===== src/rtl/core/ioc_pkg.sv =====
`timescale 1ns / 1ps
// ----------------------------------------------------------------------------
// ioc_pkg: shared types and constants for the index of coincidence engine
// Item structs, the sequencer state type, bank control and fixed constants.
// ----------------------------------------------------------------------------
package ioc_pkg;

	// Default bound on the message length.
	localparam int unsigned IOC_MAX_LENGTH = 32'd65535;

	// Letter range and counter bank geometry.
	localparam int          IOC_LETTERS     = 26;
	localparam int          IOC_IDX_W       = 5;
	localparam logic [7:0]  IOC_CHAR_A      = 8'd65;
	localparam logic [7:0]  IOC_CHAR_Z      = 8'd90;
	localparam logic [IOC_IDX_W-1:0] IOC_LAST_IDX = IOC_IDX_W'(IOC_LETTERS - 1);

	// Fixed point: 16 fraction bits, so 1.0 is 65536.
	localparam int          IOC_FRAC_BITS   = 16;
	localparam int          IOC_ITER_W      = 4;
	localparam logic [16:0] IOC_ONE         = 17'h10000;

	// Input item.
	typedef struct packed {
		logic [7:0] char_byte;
		logic       last_byte;
	} ioc_in_t;

	// Result item.
	typedef struct packed {
		logic [31:0] pair_sum;
		logic [15:0] total_length;
		logic [16:0] ioc_fixed;
		logic        degenerate_flag;
		logic        overflow_flag;
	} ioc_out_t;

	// Control from the sequencer to the counter bank.
	typedef struct packed {
		logic                 clear;
		logic [IOC_IDX_W-1:0] rd_idx;
	} ioc_bank_ctl_t;

	// Sequencer states.
	typedef enum logic [2:0] {
		ST_IDLE,
		ST_WALK,
		ST_DENOM,
		ST_DENREG,
		ST_DIV,
		ST_DONE
	} ioc_state_t;

endpackage


===== src/rtl/core/ioc_count_bank.sv =====
`timescale 1ns / 1ps
// ----------------------------------------------------------------------------
// ioc_count_bank: letter counters and message length counter
// Counts accepted bytes and letters A to Z, flags bytes dropped at the bound.
// ----------------------------------------------------------------------------
module ioc_count_bank
	import ioc_pkg::*;
#(
	parameter int unsigned MAX_LENGTH = IOC_MAX_LENGTH,
	parameter int          CNT_W      = 16
) (
	input  logic                 clk,
	input  logic                 arst_n,
	input  logic                 byte_en,
	input  logic [7:0]           char_byte,
	input  ioc_bank_ctl_t        bank_ctl,
	output logic [CNT_W-1:0]     rd_count,
	output logic [CNT_W-1:0]     byte_count,
	output logic                 overflow_seen
);

	logic [CNT_W-1:0]     cnt_q [IOC_LETTERS];
	logic [CNT_W-1:0]     len_q;
	logic                 ovf_q;
	logic                 at_bound;
	logic                 is_letter;
	logic [7:0]           letter_off;
	logic [IOC_IDX_W-1:0] letter_idx;
	logic                 count_en;

	// Decode the byte and check the length bound.
	always_comb begin
		at_bound   = (len_q == CNT_W'(MAX_LENGTH));
		is_letter  = (char_byte >= IOC_CHAR_A) && (char_byte <= IOC_CHAR_Z);
		letter_off = char_byte - IOC_CHAR_A;
		letter_idx = letter_off[IOC_IDX_W-1:0];
		count_en   = byte_en && !at_bound;
	end

	// Length counter and dropped-byte flag.
	always_ff @(posedge clk or negedge arst_n) begin
		if (!arst_n) begin
			len_q <= '0;
			ovf_q <= 1'b0;
		end else if (bank_ctl.clear) begin
			len_q <= '0;
			ovf_q <= 1'b0;
		end else if (byte_en) begin
			if (at_bound) begin
				ovf_q <= 1'b1;
			end else begin
				len_q <= len_q + 1'b1;
			end
		end
	end

	// One counter per letter, each with its own increment.
	for (genvar g = 0; g < IOC_LETTERS; g++) begin : g_cnt
		always_ff @(posedge clk or negedge arst_n) begin
			if (!arst_n) begin
				cnt_q[g] <= '0;
			end else if (bank_ctl.clear) begin
				cnt_q[g] <= '0;
			end else if (count_en && is_letter && (letter_idx == IOC_IDX_W'(g))) begin
				cnt_q[g] <= cnt_q[g] + 1'b1;
			end
		end
	end

	// Read port used by the sequencer walk.
	always_comb begin
		if (bank_ctl.rd_idx <= IOC_LAST_IDX) begin
			rd_count = cnt_q[bank_ctl.rd_idx];
		end else begin
			rd_count = '0;
		end
	end

	assign byte_count    = len_q;
	assign overflow_seen = ovf_q;

endmodule


===== src/rtl/core/ioc_ratio_unit.sv =====
`timescale 1ns / 1ps
// ----------------------------------------------------------------------------
// ioc_ratio_unit: sequencer with shared multiplier and restoring divider
// Walks the letter counters, forms the pair sum and denominator, divides.
// ----------------------------------------------------------------------------
module ioc_ratio_unit
	import ioc_pkg::*;
#(
	parameter int CNT_W = 16
) (
	input  logic             clk,
	input  logic             arst_n,
	input  logic             launch,
	input  logic [CNT_W-1:0] rd_count,
	input  logic [CNT_W-1:0] byte_count,
	input  logic             overflow_seen,
	output ioc_bank_ctl_t    bank_ctl,
	output logic             busy,
	output logic             done,
	output ioc_out_t         result
);

	localparam int PROD_W = 2 * CNT_W;

	ioc_state_t            state_q, state_nx;
	logic [IOC_IDX_W-1:0]  idx_q;
	logic [IOC_ITER_W-1:0] it_q;
	logic                  prod_vld_q;

	logic [PROD_W-1:0]     prod_q;
	logic [PROD_W-1:0]     sum_q;
	logic [PROD_W-1:0]     den_q;
	logic [PROD_W-1:0]     rem_q;
	logic [15:0]           quo_q;
	logic                  full_q;
	logic [CNT_W-1:0]      len_q;
	logic                  ovf_q;

	logic [CNT_W-1:0]      mul_a, mul_b;
	logic [PROD_W-1:0]     mul_p;
	logic [PROD_W:0]       rem2;
	logic                  div_ge;
	logic [PROD_W-1:0]     rem_nx;
	logic                  degen;
	logic [PROD_W+31:0]    sum_ext;
	logic [CNT_W+15:0]     len_ext;

	// Shared multiplier: c*(c-1) during the walk, len*(len-1) for the denominator.
	always_comb begin
		mul_a = (state_q == ST_DENOM) ? byte_count : rd_count;
		mul_b = (mul_a == '0) ? '0 : mul_a - 1'b1;
		mul_p = PROD_W'(mul_a) * PROD_W'(mul_b);
	end

	// One restoring step of the fraction divide.
	always_comb begin
		rem2   = {rem_q, 1'b0};
		div_ge = (rem2 >= {1'b0, den_q});
		rem_nx = div_ge ? PROD_W'(rem2 - {1'b0, den_q}) : rem2[PROD_W-1:0];
	end

	// State register and loop counters.
	always_ff @(posedge clk or negedge arst_n) begin
		if (!arst_n) begin
			state_q    <= ST_IDLE;
			idx_q      <= '0;
			it_q       <= '0;
			prod_vld_q <= 1'b0;
		end else begin
			state_q    <= state_nx;
			prod_vld_q <= (state_q == ST_WALK);
			if (state_q == ST_WALK) begin
				idx_q <= idx_q + 1'b1;
			end else begin
				idx_q <= '0;
			end
			if (state_q == ST_DIV) begin
				it_q <= it_q + 1'b1;
			end else begin
				it_q <= '0;
			end
		end
	end

	// Next state and control outputs.
	always_comb begin
		state_nx        = state_q;
		bank_ctl.clear  = 1'b0;
		bank_ctl.rd_idx = idx_q;
		busy            = 1'b1;
		done            = 1'b0;
		case (state_q)
			ST_IDLE: begin
				busy = 1'b0;
				if (launch) begin
					state_nx = ST_WALK;
				end
			end
			ST_WALK: begin
				if (idx_q == IOC_LAST_IDX) begin
					state_nx = ST_DENOM;
				end
			end
			ST_DENOM: begin
				bank_ctl.clear = 1'b1;
				state_nx       = ST_DENREG;
			end
			ST_DENREG: begin
				state_nx = ST_DIV;
			end
			ST_DIV: begin
				if (it_q == IOC_ITER_W'(IOC_FRAC_BITS - 1)) begin
					state_nx = ST_DONE;
				end
			end
			ST_DONE: begin
				done     = 1'b1;
				state_nx = ST_IDLE;
			end
			default: begin
				state_nx = ST_IDLE;
			end
		endcase
	end

	// Datapath registers.
	always_ff @(posedge clk) begin
		case (state_q)
			ST_IDLE: begin
				sum_q <= '0;
			end
			ST_WALK: begin
				prod_q <= mul_p;
				if (prod_vld_q) begin
					sum_q <= sum_q + prod_q;
				end
			end
			ST_DENOM: begin
				prod_q <= mul_p;
				if (prod_vld_q) begin
					sum_q <= sum_q + prod_q;
				end
				len_q <= byte_count;
				ovf_q <= overflow_seen;
			end
			ST_DENREG: begin
				den_q  <= prod_q;
				rem_q  <= sum_q;
				quo_q  <= '0;
				full_q <= (sum_q >= prod_q);
			end
			ST_DIV: begin
				rem_q <= rem_nx;
				quo_q <= {quo_q[14:0], div_ge};
			end
			default: begin
			end
		endcase
	end

	// Result assembly with saturation of the reported sum and length.
	always_comb begin
		degen   = (len_q < CNT_W'(2));
		sum_ext = (PROD_W + 32)'(sum_q);
		len_ext = (CNT_W + 16)'(len_q);
		result.pair_sum        = (|sum_ext[PROD_W+31:32]) ? '1 : sum_ext[31:0];
		result.total_length    = (|len_ext[CNT_W+15:16]) ? '1 : len_ext[15:0];
		result.degenerate_flag = degen;
		result.overflow_flag   = ovf_q;
		if (degen) begin
			result.ioc_fixed = '0;
		end else if (full_q) begin
			result.ioc_fixed = IOC_ONE;
		end else begin
			result.ioc_fixed = {1'b0, quo_q};
		end
	end

endmodule


===== src/rtl/core/index_of_coincidence_engine.sv =====
`timescale 1ns / 1ps
// ----------------------------------------------------------------------------
// index_of_coincidence_engine: index of coincidence over a byte message
// Counts letters of a message and reports the index of coincidence.
// ----------------------------------------------------------------------------
// Usage:
//   A message enters one byte per item on in_item; an item is taken at a
//   clock edge with start high and busy low. Bytes without last_byte are
//   taken one per cycle, so a message streams in back to back.
//   The item with last_byte set starts the evaluation and raises busy. The
//   26 letter counters are walked through one shared multiplier, the
//   denominator goes through the same multiplier, and a restoring divider
//   produces the 16 fraction bits. done pulses for one cycle with the
//   result once the divide ends; busy falls in the following cycle.
//   The result must be captured in the done cycle; it is not held.
//   Counters clear during the evaluation, so the next message starts clean.
//   Reset clears all counters and returns the sequencer to idle.
// ----------------------------------------------------------------------------
module index_of_coincidence_engine
	import ioc_pkg::*;
#(
	parameter int unsigned MAX_LENGTH = IOC_MAX_LENGTH
) (
	input  logic     clk,
	input  logic     arst_n,
	input  logic     start,
	output logic     busy,
	input  ioc_in_t  in_item,
	output logic     done,
	output ioc_out_t result
);

	localparam int CNT_W = $clog2(64'(MAX_LENGTH) + 64'd1);

	ioc_bank_ctl_t    bank_ctl;
	logic [CNT_W-1:0] rd_count;
	logic [CNT_W-1:0] byte_count;
	logic             overflow_seen;
	logic             accept;
	logic             launch;

	// Item handshake.
	assign accept = start && !busy;
	assign launch = accept && in_item.last_byte;

	// Counter bank.
	ioc_count_bank #(
		.MAX_LENGTH (MAX_LENGTH),
		.CNT_W      (CNT_W)
	) u_bank (
		.clk           (clk),
		.arst_n        (arst_n),
		.byte_en       (accept),
		.char_byte     (in_item.char_byte),
		.bank_ctl      (bank_ctl),
		.rd_count      (rd_count),
		.byte_count    (byte_count),
		.overflow_seen (overflow_seen)
	);

	// Sequencer with the shared arithmetic.
	ioc_ratio_unit #(
		.CNT_W (CNT_W)
	) u_ratio (
		.clk           (clk),
		.arst_n        (arst_n),
		.launch        (launch),
		.rd_count      (rd_count),
		.byte_count    (byte_count),
		.overflow_seen (overflow_seen),
		.bank_ctl      (bank_ctl),
		.busy          (busy),
		.done          (done),
		.result        (result)
	);

endmodule


===== config.mk =====
export PLATFORM = sky130hd
export DESIGN_NAME = index_of_coincidence_engine
export DESIGN_NICKNAME = d
export VERILOG_FILES = /design/src/rtl/core/ioc_pkg.sv /design/src/rtl/core/ioc_count_bank.sv /design/src/rtl/core/ioc_ratio_unit.sv /design/src/rtl/core/index_of_coincidence_engine.sv
export SDC_FILE = /design/constraint.sdc
export NUM_CORES = 2
export LEC_CHECK = 0
export BUFFER_PORTS_ARGS = -buffer_cell sky130_fd_sc_hd__buf_2
export CAP_MARGIN = 5
export CORE_MARGIN = 2
export CORE_UTILIZATION = 55
export DETAILED_ROUTE_END_ITERATION = 8
export GPL_ROUTABILITY_DRIVEN = 0
export PLACE_DENSITY_LB_ADDON = 0.15
export SLEW_MARGIN = 10
export SYNTH_ARGS = -nofsm -noshare
export SYNTH_HDL_FRONTEND = slang
export SYNTH_SLANG_ARGS = --single-unit
export TNS_END_PERCENT = 30

===== constraint.sdc =====
create_clock -name clk -period 22.9 [get_ports clk]
set_input_delay 2.29 -clock clk [delete_from_list [all_inputs] [get_ports clk]]
set_output_delay 2.29 -clock clk [all_outputs]
set_load 0.01 [all_outputs]

==> impl_results.md <==
- First-pass GRT wire length: 183000 microns
- CP Capture Type: flop
- Core Area: 0.0789 sq mm
- # setup viols final: 0
- Crit path launch: u_ratio.state_q[0]
- Pin count of the biggest net entering global routing: between 100 and 150
- Vias in the first global route: 32400
- Slew @ Worst Pin: 1220 ps
- Post-DP Area: 0.0451 sq mm
- CTS Buffer Depth: 3
- Post-CTS setup buffer count: 0
- Count of input and output buffers: 80
- Placed insts: 5598
- Startpoint types: flop
- Worst hold margin: 469 ps
- Grt met3 use: 0.0407
- Final Util: 0.601
- Final net count: 5062
- Crit path capture: u_ratio.prod_q[29]
- Synthesized cell area: 0.0437 sq mm
- Io pins: 81
- Max Transition Viols Final: 0
- Clk_lat worst skew: 650 ps
- Layout Cells excl Fill: 5725
- WP data arrival: around 12000 ps
- Routed via count: about 34000
- CTS hold repair buffers: 0
- GR Util met1: 0.432
- Tmin final: 11230 ps
- DRC viols: 0
- Post-CTS resize count: 0
- Clock root cell: clkbuf_16
- Ratio of cells with drive above 1 in the final layout: 0.0761
- RSZ-0062 raised after global routing: false
- Die ar.: 0.0818 sq mm
- Final Cycle Share: 0.491
- Row count: 103
- Die height: 286 microns
- Post-synth top flop: dfrtp_1
- R2R depth: 30
- Hpwl dp: roughly 84000 microns
- Hold Vio Cnt, Final: 0
- Total power: 2.83 mW
- P&R area growth vs syn: 8.41%
- Mapped Cells: 4604
- Reg-to-Reg Start: u_ratio.state_q[0]
- Slew HR: 0.169
- Slowest CP cell: buf_4
- Post-synth EDFFs: 162
- Worst slack, placed: 11730 ps
- Die X: around 290 microns
- Largest stage delay, worst path: about 860 ps
- Most frequent CP cell: fa_1
- Critical path class: reg2reg
- Register bit total from synthesis: 608
- Routed len/inst: 20.0 microns
- Crit Reg-Reg Endpoint: u_ratio.prod_q[29]
- Initial core utilization: 0.555
- Leakage power: 22.1 nW
- Drt first-iter violations: 3285
- # clock sinks: 608
- Drt total wl: approximately 110000 microns
- Synthesized Nets: a little over 5000
- Ys Warns: 0
- First drt pass iteration count: 6
- CTS clock-pin slew for the worst setup and hold paths: 60 ps
- Htree depth: 3
- All-Layer GR Usage: 0.283
- # diodes: 0
- Setup TNS: 0 ps
- CTS tree: done
- Fmax: 0.0890 GHz
- Grt peak-use layer: met1
- Post-route ant nets: 0
- Fin area: 0.0474 sq mm
- Num CTS Buffers: 71
- Status: finished, final reports clean
- Final worst slack: 11670 ps
- Crit-path max FO: ~150
- GRT Residual Overflow: 0
- Asr flop ratio synth: 0.734
- Data required time of the worst path: 23270 ps
- Hold WC Path Type: reg2reg
- Skew final: 59.6 ps
- Initial antenna violation count: 0
- Max cap viols: 0
- Register area share after synthesis: 0.366
- Avg Cell Area, Syn: around 9.5 sq um
- Via density: approximately 5.9
- Reg2reg setup slack: 11670 ps
- PwrDens: 59.7 mW/mm^2
- VDD IR max: 0.0440 mV
- GR Util met2: 0.419
- Synth unique cells: 94
## worst min-delay path by stage
stage / start / end / slack (ps) / depth (start not counted)
after floorplan: u_bank.overflow_seen / u_ratio.ovf_q / 430 / 0
after global placement: u_bank.overflow_seen / u_ratio.ovf_q / 450 / 0
after detailed placement: u_bank.overflow_seen / u_ratio.ovf_q / 450 / 0
after CTS: u_bank.overflow_seen / u_ratio.ovf_q / 460 / 0
after global routing: u_bank.overflow_seen / u_ratio.ovf_q / 490 / 0
final: u_ratio.it_q[0] / u_ratio.it_q[0] / 470 / 1
## synth_stat cells, drive strengths merged (133+ instances only)
cell,instances,share of area
clkbuf,133,0.011
edfxtp,162,0.11
nand2,499,0.043
dfrtp,446,0.26
inv,404,0.035
xor2,228,0.046
a21oi,183,0.021
xnor2,167,0.034
nor2,518,0.044
ha,233,0.067
fa,196,0.090
o21ai,223,0.026
## report_power, final
group | switching (mW) | internal [mW]
Sequential | 0.0376 | 1.15
Clock | 0.488 | 0.656
Combinational | 0.311 | 0.183
## kinds of logic after synthesis
| group | synth area share |
|---|---|
| buf+inv | 0.0533 |
| flops | 0.366 |
| fa+ha+maj | 0.156 |
| compound gates | 0.0926 |
| xor+xnor | 0.0794 |
| mux | 0.0644 |
| other cells | 0.0000857 |
| simple gates | 0.187 |
## routing by layer
metal	vias up	wire length [microns]
met5	-	0
met4	0	3300
met3	206	8820
met2	1256	49600
met1	16600	52800
li1	15700	-
## layout make-up
type	count	area (sq um)
fillers	6753	31500
multi-input cells	3410	25400
flip-flops and latches	608	16000
clock buffers	93	1960
inverters	404	1520
well taps	1050	1310
repair buffers	126	756
clock inverters	34	394
## sequential cells by signal, indices dropped and copies added, names as in the netlist, 3 cells and up
signal / flops
u_ratio.rem_q: 32
u_ratio.sum_q: 32
u_ratio.den_q: 32
u_ratio.len_q: 16
u_ratio.state_q: 3
u_ratio.quo_q: 16
u_bank.cnt_q: 416
u_ratio.prod_q: 32
u_ratio.it_q: 4
u_ratio.idx_q: 5
u_bank.byte_count: 16
## layout by cell type, fill, tap and decap left out, types with 92 or more instances in the layout
master    instances
nor2_1          517
nand2_1         499
dfrtp_1         443
inv_1           402
ha_1            233
xor2_1          228
o21ai_0         218
fa_1            196
a21oi_1         183
xnor2_1         165
edfxtp_1        162
nand3_1         125
and3_1          113
mux2i_1         108
and2_1           95
or3_1            92
## worst max-delay path: cells and delay by family, from the launching register on
kind / cells / cell delay [ps]
adders and majority gates: 7 / 3280
buffers and inverters: 7 / 2440
AOI/OAI and AO/OA: 8 / 2430
and+or+nand+nor: 7 / 2200
DFF: 1 / 450
xor gates and xnor gates: 1 / 80
Power figures use the tool's default switching activity.
